File: config.mk
export PLATFORM = sky130hd
export DESIGN_NAME = preset_tour_sequencer_core
export DESIGN_NICKNAME = d
export VERILOG_FILES = /design/src/pts_pkg.sv /design/src/preset_tour_sequencer_core.sv /design/src/pts_step_table.sv /design/src/pts_tour_ctrl.sv
export SDC_FILE = /design/constraint.sdc
export NUM_CORES = 1
export LEC_CHECK = 0
export ABC_AREA = 1
export BUFFER_PORTS_ARGS = -buffer_cell sky130_fd_sc_hd__buf_2
export CORE_UTILIZATION = 64
export CTS_BUF_LIST = sky130_fd_sc_hd__clkbuf_8
export DETAILED_ROUTE_END_ITERATION = 12
export HOLD_SLACK_MARGIN = 0.02
export PLACE_DENSITY = 0.92
export SYNTH_ARGS = -nofsm -noshare
export SYNTH_HDL_FRONTEND = slang
export SYNTH_SLANG_ARGS = --single-unit
File: constraint.sdc
create_clock -name clock -period 4.84 [get_ports clock]
set_input_delay 0.484 -clock clock [delete_from_list [all_inputs] [get_ports clock]]
set_output_delay 0.484 -clock clock [all_outputs]
set_load 0.02 [all_outputs]
File: src/pts_pkg.sv
// Shared types, request codes and move-rate tables for the preset tour sequencer.
package pts_pkg;

   // Request codes carried in req_type; the remaining codes are ignored
   typedef enum logic [2:0] {
      REQ_WRITE_STEP = 3'd0,
      REQ_SET_LENGTH = 3'd1,
      REQ_START      = 3'd2,
      REQ_STOP       = 3'd3,
      REQ_TICK       = 3'd4
   } pts_req_code_type;

   // Loop modes; the unused code behaves as forward wrap
   localparam logic [1:0] MODE_ONCE     = 2'd0;
   localparam logic [1:0] MODE_WRAP     = 2'd1;
   localparam logic [1:0] MODE_PINGPONG = 2'd2;

   localparam logic [1:0] LOOP_MODE_RESET = MODE_WRAP;

   localparam logic [15:0] SEC_MAX = 16'hFFFF;

   // Speed codes
   localparam logic [1:0] SPEED_SLOW    = 2'd0;
   localparam logic [1:0] SPEED_MEDIUM  = 2'd1;
   localparam logic [1:0] SPEED_FAST    = 2'd2;
   localparam logic [1:0] SPEED_INSTANT = 2'd3;

   // Per-transaction view of the tour state that goes to the result port
   typedef struct packed {
      logic        trigger;
      logic        status;
      logic        running;
      logic [3:0]  current_step;
      logic [15:0] elapsed_s;
   } pts_tour_state_type;

   // Axis rates in degrees per second for a speed code
   function automatic logic [5:0] pts_roll_rate(input logic [1:0] speed);
      logic [5:0] rate;
      case (speed)
         SPEED_SLOW:   rate = 6'd10;
         SPEED_MEDIUM: rate = 6'd30;
         SPEED_FAST:   rate = 6'd60;
         default:      rate = 6'd0;
      endcase
      return rate;
   endfunction

   function automatic logic [6:0] pts_pitch_rate(input logic [1:0] speed);
      logic [6:0] rate;
      case (speed)
         SPEED_SLOW:   rate = 7'd15;
         SPEED_MEDIUM: rate = 7'd40;
         SPEED_FAST:   rate = 7'd80;
         default:      rate = 7'd0;
      endcase
      return rate;
   endfunction

   function automatic logic [6:0] pts_yaw_rate(input logic [1:0] speed);
      logic [6:0] rate;
      case (speed)
         SPEED_SLOW:   rate = 7'd20;
         SPEED_MEDIUM: rate = 7'd60;
         SPEED_FAST:   rate = 7'd120;
         default:      rate = 7'd0;
      endcase
      return rate;
   endfunction

endpackage

File: src/preset_tour_sequencer_core.sv
// Top level of the preset tour sequencer: handshakes, loop-mode register and result port.
//
// Usage:
//   Request channel (req_*): write a step entry, set the list length, start,
//   stop, or deliver a one-second tick. A transaction is taken at a rising
//   edge with req_valid high and req_stall low.
//   Result channel (rsp_*): exactly one result per request transaction, in
//   order, taken at an edge with rsp_valid high and rsp_stall low.
//   Configuration channel (csr_*): writes the loop mode; csr_ready is always
//   high. Write it only while no request is outstanding.
//   Latency: the result is valid in the cycle after the request is taken.
//   Throughput: one transaction per cycle while req_stall is low; index,
//   counter and the step table read all update in that single cycle.
//   Stall: a result waiting under rsp_stall holds, and req_stall is raised
//   only while that result is held, so the result register is the one buffer.
//   Reset: tour stopped, list empty, pointer and counter zero, loop mode
//   forward wrap. Step entries are undefined until written.
module preset_tour_sequencer_core #(
   parameter int MAX_STEPS  = 16,
   parameter int DWELL_BITS = 16
) (
   input  logic        clock,
   input  logic        reset,
   // request channel
   input  logic        req_valid,
   output logic        req_stall,
   input  logic [2:0]  req_type,
   input  logic [3:0]  req_step_index,
   input  logic [7:0]  req_preset_num,
   input  logic [15:0] req_dwell_seconds,
   input  logic [1:0]  req_move_speed,
   input  logic [4:0]  req_step_count,
   // result channel
   output logic        rsp_valid,
   input  logic        rsp_stall,
   output logic        rsp_trigger,
   output logic [7:0]  rsp_trig_preset,
   output logic [1:0]  rsp_trig_speed,
   output logic [5:0]  rsp_roll_rate,
   output logic [6:0]  rsp_pitch_rate,
   output logic [6:0]  rsp_yaw_rate,
   output logic        rsp_running,
   output logic [3:0]  rsp_current_step,
   output logic [15:0] rsp_elapsed_s,
   output logic [15:0] rsp_total_s,
   output logic        rsp_status,
   // configuration channel
   input  logic        csr_valid,
   output logic        csr_ready,
   input  logic [1:0]  csr_loop_mode
);
   import pts_pkg::*;

   localparam int AW = $clog2(MAX_STEPS);
   localparam int LW = $clog2(MAX_STEPS + 1);

   logic                  rsp_valid_ff, rsp_valid_in;
   logic [1:0]            loop_mode_ff, loop_mode_in;
   logic                  req_accept;
   logic                  wr_en;
   logic [AW-1:0]         rd_addr;
   logic [7:0]            cur_preset;
   logic [DWELL_BITS-1:0] cur_dwell;
   logic [1:0]            cur_speed;
   pts_tour_state_type    tour_state;

   // Request handshake: hold off only while a finished result is stalled
   assign req_stall  = rsp_valid_ff && rsp_stall;
   assign req_accept = req_valid && !req_stall;

   always_comb begin
      if (req_accept) begin
         rsp_valid_in = 1'b1;
      end else if (!rsp_stall) begin
         rsp_valid_in = 1'b0;
      end else begin
         rsp_valid_in = rsp_valid_ff;
      end
   end

   // Loop mode register
   assign csr_ready    = 1'b1;
   assign loop_mode_in = (csr_valid && csr_ready) ? csr_loop_mode : loop_mode_ff;

   always_ff @(posedge clock) begin
      if (reset) begin
         rsp_valid_ff <= 1'b0;
         loop_mode_ff <= LOOP_MODE_RESET;
      end else begin
         rsp_valid_ff <= rsp_valid_in;
         loop_mode_ff <= loop_mode_in;
      end
   end

   // Step writes beyond the table are dropped
   assign wr_en = req_accept && (req_type == REQ_WRITE_STEP) &&
                  (32'(req_step_index) < MAX_STEPS);

   pts_step_table #(
      .MAX_STEPS  (MAX_STEPS),
      .DWELL_BITS (DWELL_BITS),
      .AW         (AW)
   ) u_table (
      .clock     (clock),
      .wr_en     (wr_en),
      .wr_addr   (AW'(req_step_index)),
      .wr_preset (req_preset_num),
      .wr_dwell  (DWELL_BITS'(req_dwell_seconds)),
      .wr_speed  (req_move_speed),
      .rd_en     (req_accept),
      .rd_addr   (rd_addr),
      .rd_preset (cur_preset),
      .rd_dwell  (cur_dwell),
      .rd_speed  (cur_speed)
   );

   pts_tour_ctrl #(
      .MAX_STEPS  (MAX_STEPS),
      .DWELL_BITS (DWELL_BITS),
      .AW         (AW),
      .LW         (LW)
   ) u_ctrl (
      .clock      (clock),
      .reset      (reset),
      .accept     (req_accept),
      .req_type   (req_type),
      .step_count (req_step_count),
      .loop_mode  (loop_mode_ff),
      .cur_dwell  (cur_dwell),
      .rd_addr    (rd_addr),
      .tour_state (tour_state)
   );

   // Result fields; move fields read zero without a trigger
   assign rsp_valid        = rsp_valid_ff;
   assign rsp_trigger      = tour_state.trigger;
   assign rsp_trig_preset  = tour_state.trigger ? cur_preset : 8'd0;
   assign rsp_trig_speed   = tour_state.trigger ? cur_speed : 2'd0;
   assign rsp_roll_rate    = tour_state.trigger ? pts_roll_rate(cur_speed) : 6'd0;
   assign rsp_pitch_rate   = tour_state.trigger ? pts_pitch_rate(cur_speed) : 7'd0;
   assign rsp_yaw_rate     = tour_state.trigger ? pts_yaw_rate(cur_speed) : 7'd0;
   assign rsp_running      = tour_state.running;
   assign rsp_current_step = tour_state.current_step;
   assign rsp_elapsed_s    = tour_state.elapsed_s;
   assign rsp_total_s      = tour_state.running ? 16'(cur_dwell) : 16'd0;
   assign rsp_status       = tour_state.status;

   // A move is only issued on a running tour
   a_trigger_running: assert property (@(posedge clock) disable iff (reset)
      rsp_valid && rsp_trigger |-> rsp_running)
      else $error("move issued while tour not running");

   // A refused start leaves the tour stopped and issues no move
   a_status_idle: assert property (@(posedge clock) disable iff (reset)
      rsp_valid && rsp_status |-> !rsp_running && !rsp_trigger)
      else $error("refused start with tour running or move issued");

   // Requests are held off only behind a pending result
   a_stall_cause: assert property (@(posedge clock) disable iff (reset)
      req_stall |-> rsp_valid)
      else $error("request stalled with no pending result");

   // Tour state moves only when a request transaction is taken
   a_state_hold: assert property (@(posedge clock) disable iff (reset)
      !req_accept |=> $stable(rsp_elapsed_s) && $stable(rsp_running))
      else $error("tour state changed without a request transaction");

endmodule

File: src/pts_step_table.sv
// Step table memory: one write port, one registered read port with write forwarding.
module pts_step_table #(
   parameter int MAX_STEPS  = 16,
   parameter int DWELL_BITS = 16,
   parameter int AW         = 4
) (
   input  logic                  clock,
   input  logic                  wr_en,
   input  logic [AW-1:0]         wr_addr,
   input  logic [7:0]            wr_preset,
   input  logic [DWELL_BITS-1:0] wr_dwell,
   input  logic [1:0]            wr_speed,
   input  logic                  rd_en,
   input  logic [AW-1:0]         rd_addr,
   output logic [7:0]            rd_preset,
   output logic [DWELL_BITS-1:0] rd_dwell,
   output logic [1:0]            rd_speed
);
   import pts_pkg::*;

   logic [7:0]            preset_mem [MAX_STEPS];
   logic [DWELL_BITS-1:0] dwell_mem  [MAX_STEPS];
   logic [1:0]            speed_mem  [MAX_STEPS];

   logic [7:0]            rd_preset_ff;
   logic [DWELL_BITS-1:0] rd_dwell_ff;
   logic [1:0]            rd_speed_ff;
   logic                  fwd;

   // Entries are written only by write-step transactions
   always_ff @(posedge clock) begin
      if (wr_en) begin
         preset_mem[wr_addr] <= wr_preset;
         dwell_mem[wr_addr]  <= wr_dwell;
         speed_mem[wr_addr]  <= wr_speed;
      end
   end

   // Same-cycle write to the read address is returned as new data
   assign fwd = wr_en && (wr_addr == rd_addr);

   always_ff @(posedge clock) begin
      if (rd_en) begin
         if (fwd) begin
            rd_preset_ff <= wr_preset;
            rd_dwell_ff  <= wr_dwell;
            rd_speed_ff  <= wr_speed;
         end else begin
            rd_preset_ff <= preset_mem[rd_addr];
            rd_dwell_ff  <= dwell_mem[rd_addr];
            rd_speed_ff  <= speed_mem[rd_addr];
         end
      end
   end

   assign rd_preset = rd_preset_ff;
   assign rd_dwell  = rd_dwell_ff;
   assign rd_speed  = rd_speed_ff;

endmodule

File: src/pts_tour_ctrl.sv
// Tour control: list length, pointer, direction and seconds counter with next-step logic.
module pts_tour_ctrl #(
   parameter int MAX_STEPS  = 16,
   parameter int DWELL_BITS = 16,
   parameter int AW         = 4,
   parameter int LW         = 5
) (
   input  logic                        clock,
   input  logic                        reset,
   input  logic                        accept,
   input  logic [2:0]                  req_type,
   input  logic [4:0]                  step_count,
   input  logic [1:0]                  loop_mode,
   input  logic [DWELL_BITS-1:0]       cur_dwell,
   output logic [AW-1:0]               rd_addr,
   output pts_pkg::pts_tour_state_type tour_state
);
   import pts_pkg::*;

   localparam int CW = (DWELL_BITS > 16) ? DWELL_BITS : 16;
   localparam int PW = LW + 1;

   logic [LW-1:0] length_ff,  length_in;
   logic          active_ff,  active_in;
   logic [AW-1:0] pointer_ff, pointer_in;
   logic          down_ff,    down_in;
   logic [15:0]   seconds_ff, seconds_in;
   logic          trigger_ff, trigger_in;
   logic          status_ff,  status_in;

   logic [LW-1:0] new_len;
   logic [15:0]   sec_inc;
   logic          at_end;
   logic          dwell_done;

   // Saturated length for a set-length transaction
   always_comb begin
      if (32'(step_count) > MAX_STEPS) begin
         new_len = LW'(MAX_STEPS);
      end else begin
         new_len = LW'(step_count);
      end
   end

   assign sec_inc    = (seconds_ff == SEC_MAX) ? seconds_ff : seconds_ff + 16'd1;
   assign dwell_done = CW'(sec_inc) >= CW'(cur_dwell);
   assign at_end     = (PW'(pointer_ff) + PW'(1)) >= PW'(length_ff);

   // Next state for one transaction
   always_comb begin
      length_in  = length_ff;
      active_in  = active_ff;
      pointer_in = pointer_ff;
      down_in    = down_ff;
      seconds_in = seconds_ff;
      trigger_in = 1'b0;
      status_in  = 1'b0;
      case (req_type)
         REQ_SET_LENGTH: begin
            length_in = new_len;
            if (active_ff) begin
               if (new_len == '0) begin
                  active_in  = 1'b0;
                  seconds_in = '0;
               end else if (PW'(pointer_ff) >= PW'(new_len)) begin
                  pointer_in = AW'(new_len - LW'(1));
               end
            end
         end
         REQ_START: begin
            if (!active_ff) begin
               if (length_ff == '0) begin
                  status_in = 1'b1;
               end else begin
                  active_in  = 1'b1;
                  pointer_in = '0;
                  down_in    = 1'b0;
                  seconds_in = '0;
                  trigger_in = 1'b1;
               end
            end
         end
         REQ_STOP: begin
            active_in  = 1'b0;
            seconds_in = '0;
         end
         REQ_TICK: begin
            if (active_ff) begin
               seconds_in = sec_inc;
               if (dwell_done) begin
                  seconds_in = '0;
                  trigger_in = 1'b1;
                  case (loop_mode)
                     MODE_ONCE: begin
                        if (at_end) begin
                           active_in  = 1'b0;
                           trigger_in = 1'b0;
                        end else begin
                           pointer_in = pointer_ff + AW'(1);
                        end
                     end
                     MODE_PINGPONG: begin
                        if (length_ff <= LW'(1)) begin
                           pointer_in = '0;
                        end else if (!down_ff) begin
                           if (at_end) begin
                              down_in    = 1'b1;
                              pointer_in = pointer_ff - AW'(1);
                           end else begin
                              pointer_in = pointer_ff + AW'(1);
                           end
                        end else if (pointer_ff == '0) begin
                           down_in    = 1'b0;
                           pointer_in = AW'(1);
                        end else begin
                           pointer_in = pointer_ff - AW'(1);
                        end
                     end
                     default: begin
                        pointer_in = at_end ? '0 : pointer_ff + AW'(1);
                     end
                  endcase
               end
            end
         end
         default: begin
         end
      endcase
   end

   always_ff @(posedge clock) begin
      if (reset) begin
         length_ff  <= '0;
         active_ff  <= 1'b0;
         pointer_ff <= '0;
         down_ff    <= 1'b0;
         seconds_ff <= '0;
         trigger_ff <= 1'b0;
         status_ff  <= 1'b0;
      end else if (accept) begin
         length_ff  <= length_in;
         active_ff  <= active_in;
         pointer_ff <= pointer_in;
         down_ff    <= down_in;
         seconds_ff <= seconds_in;
         trigger_ff <= trigger_in;
         status_ff  <= status_in;
      end
   end

   // Table is read at the step that is current after this transaction
   assign rd_addr = pointer_in;

   always_comb begin
      tour_state.trigger      = trigger_ff;
      tour_state.status       = status_ff;
      tour_state.running      = active_ff;
      tour_state.current_step = active_ff ? 4'(pointer_ff) : 4'd0;
      tour_state.elapsed_s    = active_ff ? seconds_ff : 16'd0;
   end

endmodule

# == Word level (Yosys, flattened, before mapping) ==
# Memory sizes are Yosys's and may differ from the RTL's. A register that Yosys moved wholly into a read port is not among the register bits.
# Index checks and enable logic that the tools add are counted.
# Widths: inputs -> output; s select.
# op_classes
n_div,0
bitwise_logic,0
shifts,0
n_reduce_logical,16
n_lt_le_gt_ge,5
n_addsub,5
n_eq_ne,17
mux,65
multipliers,0
# ops
op,n
$mux 16,9
$pmux 16 s4,1
$mux 4,14
$pmux 7 s3,2
$mux 1,27
$pmux 6 s3,1
$add 16x1->16 const B,1
$eq 16x16->1 const B,1
$ge 16x16->1,1
$mux 7,2
$ne 2x1->1 const B,6
$pmux 4 s3,1
$logic_not 5->1,2
$mux 8,1
$pmux 4 s2,1
$reduce_and 8->1,1
$sub 4x1->4 const B,2
$reduce_and 7->1,1
$eq 3x2->1 const B,2
$ge 6x5->1,1
$mux 6,1
$ne 2x2->1 const B,3
$add 4x1->5 const B,1
$ge 4x5->1,1
other kinds (19),25
# totals
ramBits,416
n_memories,3
ff_bits,32
wordCells,120
rom_bits,0
latchBits,0
# mem_list
name,words,width,read_ports,rd_clocked_by_memory_dff,wr,line,rtl
u_table.dwell_mem,16,16,1,1,1,pts_step_table.sv:22,logic [DWELL_BITS-1:0] dwell_mem [MAX_STEPS];
u_table.preset_mem,16,8,1,1,1,pts_step_table.sv:21,logic [7:0] preset_mem [MAX_STEPS];
u_table.speed_mem,16,2,1,1,1,pts_step_table.sv:23,logic [1:0] speed_mem [MAX_STEPS];

# == Depth between registers and ports, before layout ==
# depth
depth_word,9
depth_mapped,34
mapped_depth_nobuf,31

# == By module ==
# Synthesis repeated with hierarchy kept, for this count alone.
# hier_totals
hier_cells,2147
hier_area_um2,21634.5
# modules_own_cells
module,cells_each,instances,area_per_inst_um2
pts_step_table,1524,1,17959.7
pts_tour_ctrl,508,1,3065.4
preset_tour_sequencer_core,115,1,609.3

# == Least setup slack after synthesis ==
# Ideal clock, no wire load.
# synth_path
path_type,flip-flop to flip-flop
startpoint,register u_ctrl.seconds_ff[0]
endpoint,"register u_table.rd_dwell_ff[0], in the netlist u_table.rd_dwell[0] (read register of u_table.dwell_mem) (data pin)"
stages_incl_launch_ff,29
t_arrival_ns,3.787
period_less_slack_ns,4.040
path_buffers,1
slack_ns,0.800
setup_ns,0.253
required_time_ns,4.587
path_cell_list,dfxtp_1 > ha_1 > inv_1 > nor4_1 > nand3_1 > or2_2 > nor2_1 > nand2_1 > inv_1 > nor3_1 > nand2_1 > nor2_1 > xor2_1 > ha_1 > a21oi_1 > o21ai_0 > a21oi_1 > nand2_2 > nand3_1 > nand3_1 > nand2_4 > nand2_2 > nand2_1 > nand3_2 > nor2_4 > nand3_4 > buf_6 > nand3_2 > nand2_1
# synth_via
elab_chain_cells,6
word_cells_on_any_way,7
cone_classes,add/sub (1); order compare (1); eq/ne (1); mux (4)
# synth_rtl
element,line,rtl
from (decl),pts_tour_ctrl.sv:27,"logic [15:0] seconds_ff, seconds_in;"
from (signal assigned),pts_tour_ctrl.sv:145,seconds_ff <= seconds_in;
$add 16x1->16 / $eq 16x16->1 (equally long branches),pts_tour_ctrl.sv:45,assign sec_inc = (seconds_ff == SEC_MAX) ? seconds_ff : seconds_ff + 16'd1;
$mux 16 (*),pts_tour_ctrl.sv:45,
$ge 16x16->1 (*),pts_tour_ctrl.sv:46,assign dwell_done = CW'(sec_inc) >= CW'(cur_dwell);
$mux 4 (*),pts_tour_ctrl.sv:90,if (dwell_done) begin
$mux 4 (*),pts_tour_ctrl.sv:88,if (active_ff) begin
$pmux 4 s3 (*),pts_tour_ctrl.sv:58,case (req_type)
to (decl),pts_step_table.sv:26,logic [DWELL_BITS-1:0] rd_dwell_ff;
# Every way passes the cells marked *; elsewhere a longest branch is shown, timed or not.
# A chain may end at the register's enable or synchronous reset.

# == Final worst setup path ==
# layout_path
startpoint,register u_ctrl.seconds_ff[0]
endpoint,"register u_table.rd_dwell_ff[15], in the netlist u_table.rd_dwell[15] (read register of u_table.dwell_mem) (data pin)"
# Same word-level chain as after synthesis.

==> impl_metrics.csv <==
group,metric,value,unit
clocking,clk_pin_slew,0.06,ns
worst_setup_path,cp-start-kind,"flip-flop",
synth,ys_seq_area_share,63.7,%
floorplanning,die_h,187,um
routing,ant_nets,0,
routing,wl_per_cell,24.9,um
final_layout,layout-drive-gt1-share,16.2,%
final_layout,nFillCells,2072,
synth,synth.avg_cell_area,10.6,um2
worst_setup_path,cp_slowest_stage_delay,0.35,ns
floorplanning,die_w,187,um
power_and_ir_drop,switchingPower,2.78,mW
power_and_ir_drop,power.leakage,9.85,nW
grt,globalRouteTotalUtil,36.2,%
synth,synth-seq-cells,474,
placed_design,placed_cell_area,22900,um2
grt,grt_overflow_total,0,
clocking,root_buffer,"clkbuf_8",
timing,slew_headroom,22.8,%
worst_setup_path,cp_slowest_cell,"dfxtp_2",
placed_design,hpwlAfterDp,33400,um
clocking,clock_path_buffers,3,
synth,async_flop_share,0,%
timing,setup_ws,0.210,ns
timing,worst_pin_slew,1.15,ns
final_layout,syn2layout_area_growth,12.6,%
clocking,clock_latency,0.65,ns
worst_setup_path,cpMostUsedCell,"nand2_1",
timing,final-setup-viol-count,0,
synth,ys.flop_type,"edfxtp_1",
power_and_ir_drop,switching_share,29.7,%
clocking,cts_tree,"yes",
floorplanning,initial_utilization,65.2,%
clocking,clock_sinks,474,
worst_setup_path,worst-setup-path-type,"flip-flop to flip-flop",
worst_setup_path,crit_path_end_kind,"flip-flop",
timing,hold_ws,0.108,ns
power_and_ir_drop,p_int,6.58,mW
routing,viasPerCell,6.73,
final_layout,nNetsFinal,2254,
timing,max_freq,0.216,GHz
timing,report.final.slew_viol_count,0,
synth,ys_warn_count,0,
timing,period_minus_slack,4.63,ns
floorplanning,core_area,33500,um2
power_and_ir_drop,power_density,380,nW/um2
outcome,run_status,"finished, final reports clean",
routing,drt-initial-drc-count,3545,
power_and_ir_drop,total_power,9.36,mW
routing,vias,18071,
clocking,htree_num_levels,3,
placed_design,port_buffers,112,
power_and_ir_drop,pwr-share-seq,49.3,%
power_and_ir_drop,pwr-share-clk,34.6,%
grt,grt_pass1_vias,17387,
placed_design,dp_slack,0.00132,ns
placed_design,gp_congestion,0.974,
timing,finalCritPeriodShare,95.7,%
job,drv_cap,0,
routing,drc,0,
timing,skew,0.0594,ns
routing,firstDrtPassIters,8,
synth,synth_cell_types,51,
floorplanning,die-area,34900,um2
grt,grt_max_degree,147,
final_layout,design_area,24600,um2
power_and_ir_drop,ir_drop,371,uV
synth,synth_area,21900,um2
synth,synth_edf_count,442,
min_path,hp-class,"input pin to flip-flop",
worst_setup_path,critPathMaxFanout,19,
floorplanning,io_pins,117,
clocking,cts-buffers-inserted,75,
floorplanning,fp-row-count,67,
clocking,holdBufCountCts,0,
synth,postSynthCellCount,2059,
worst_setup_path,cp.arrival,4.98,ns
worst_setup_path,cp.required,5.19,ns
routing,routed_wl,66900,um
power_and_ir_drop,comb_power_share,16.1,%
timing,hold_viol,0,
grt,antenna_found_initial,7,
grt,grt_pass1_wl,95800,um
-- through the flow --
stage / utilization (%) / setup TNS [ns] / cells
5_1_grt: 73.4 / -0.0240 / 2684
3_3_place_gp: 68.2 / 0 / 2528
6_report: 73.4 / 0 / 2684
3_5_place_dp: 68.2 / 0 / 2528
2_1_floorplan: - / 0 / 2061
4_1_cts: 72.4 / 0 / 2662
-- worst max-delay path, delay by kind of cell, from the launching register on --
family,cells,cell delay (ns)
buf+inv,5,0.79
simple gates,20,2.54
fa+ha+maj,2,0.47
flops,1,0.35
xor+xnor,1,0.16
-- placed cells by master (no fill, tap or decap), types with 4 or more instances in the layout --
| master | netlist | final |
|---|---|---|
| inv_2 | 14 | 15 |
| nor2_4 | 4 | 21 |
| buf_12 | 0 | 14 |
| nand3_2 | 21 | 23 |
| buf_2 | 67 | 112 |
| clkinv_1 | 4 | 16 |
| clkbuf_8 | 0 | 79 |
| buf_4 | 21 | 38 |
| nand2_2 | 5 | 6 |
| nor2_1 | 55 | 38 |
| nand4_1 | 32 | 32 |
| diode_2 | 0 | 6 |
| o21ai_0 | 17 | 17 |
| a21oi_1 | 46 | 45 |
| buf_16 | 0 | 4 |
| edfxtp_1 | 442 | 442 |
| dfxtp_1 | 32 | 30 |
| clkbuf_16 | 0 | 5 |
| nand2_1 | 408 | 405 |
| conb_1 | 2 | 4 |
| a22oi_1 | 7 | 7 |
| xor2_1 | 11 | 11 |
| clkinv_2 | 0 | 7 |
| nor3_1 | 11 | 11 |
| ha_1 | 35 | 35 |
| inv_1 | 128 | 155 |
| nand3_1 | 604 | 602 |
-- logic make-up (layout without fill, tap and decap cells) --
| group | count (synthesis) | after routing | share of synthesized area (%) |
|---|---|---|---|
| compound gates | 84 | 84 | 2.16 |
| fa+ha+maj | 35 | 35 | 2.00 |
| simple gates | 1162 | 1163 | 25.2 |
| xor+xnor | 14 | 14 | 0.647 |
| flops | 474 | 474 | 63.7 |
| other cells | 2 | 10 | 0.0344 |
| buf+inv | 288 | 456 | 6.32 |
-- final cells by class --
class                           count  area (um2)  share of cell area [%]
Multi-Input combinational cell   1300        6800                    27.6
Antenna cell                        6        15.0                  0.0610
Clock inverter                     54         277                    1.12
Inverter                          147         554                    2.25
Timing Repair Buffer              176        1400                    5.68
Clock buffer                       79        1090                    4.42
Sequential cell                   474       13900                    56.5
Tap cell                          448         561                    2.28
-- what timing repair did --
| item | in CTS | in global routing |
|---|---|---|
| buffers inserted | 0 | 10 |
| hold endpoints to repair | 0 | 0 |
| pin swaps | 0 | 7 |
| endpoints found under the setup margin | 11 | 26 |
| cloned | 1 | 6 |
| resized for setup | 3 | 21 |
-- sequential cells by signal (all words and copies together) (netlist names), 2 cells and up --
register / cells
u_table.rd_speed: 2
u_ctrl.length_ff: 5
u_ctrl.seconds_ff: 16
loop_mode_ff: 2
u_table.speed_mem: 32
u_table.rd_preset: 8
u_ctrl.pointer_ff: 4
u_table.preset_mem: 128
u_table.rd_dwell: 16
u_table.dwell_mem: 256
-- worst paths after layout --
kind	endpoint	cells after the start	from	slack, ns
setup reg to reg	u_table.rd_dwell[15]	28	u_ctrl.seconds_ff[0]	0.21
hold / removal	loop_mode_ff[1]	3	csr_loop_mode[1]	0.11
hold reg to reg	rsp_valid	2	rsp_valid	0.49
setup / recovery	u_table.rd_dwell[15]	28	u_ctrl.seconds_ff[0]	0.21
-- cells in the mapped netlist, drive strengths merged (2+ instances only) --
| library cell | instances | area [um2] |
|---|---|---|
| nand3 | 626 | 3250 |
| edfxtp | 442 | 13300 |
| nand2 | 416 | 1600 |
| inv | 143 | 539 |
| buf | 110 | 711 |
| nor2 | 62 | 270 |
| a21oi | 48 | 248 |
| ha | 35 | 438 |
| nand4 | 33 | 221 |
| dfxtp | 32 | 641 |
| clkbuf | 31 | 116 |
| o21ai | 22 | 118 |
| nor3 | 13 | 81.3 |
| xor2 | 12 | 124 |
| a22oi | 7 | 52.6 |
| clkinv | 4 | 15.0 |
| nor4 | 3 | 18.8 |
| or2 | 3 | 18.8 |
| conb | 2 | 7.51 |
| nor3b | 2 | 20.0 |
| o21a | 2 | 15.0 |
| o311ai | 2 | 17.5 |
| xnor2 | 2 | 17.5 |
-- metal layers --
metal | vias to the layer above | global-route usage (%) | wire (um)
li1 | 7491 | - | -
met1 | 8211 | 44.8 | 21500
met2 | 1892 | 55.6 | 29800
met3 | 475 | 10.5 | 10800
met4 | 2 | 24.0 | 4800
met5 | - | 0 | 12
-- power by group through the flow --
stage	combinational (mW)	sequential, mW	clock (mW)
final	1.51	4.61	3.24
after global routing	1.59	4.61	3.38
after CTS	1.37	4.61	3.18
after detailed placement	1.33	4.69	0
after global placement	1.26	4.69	0
after floorplan	0.937	4.66	0
No activity file was read; power rests on OpenSTA's default activity.
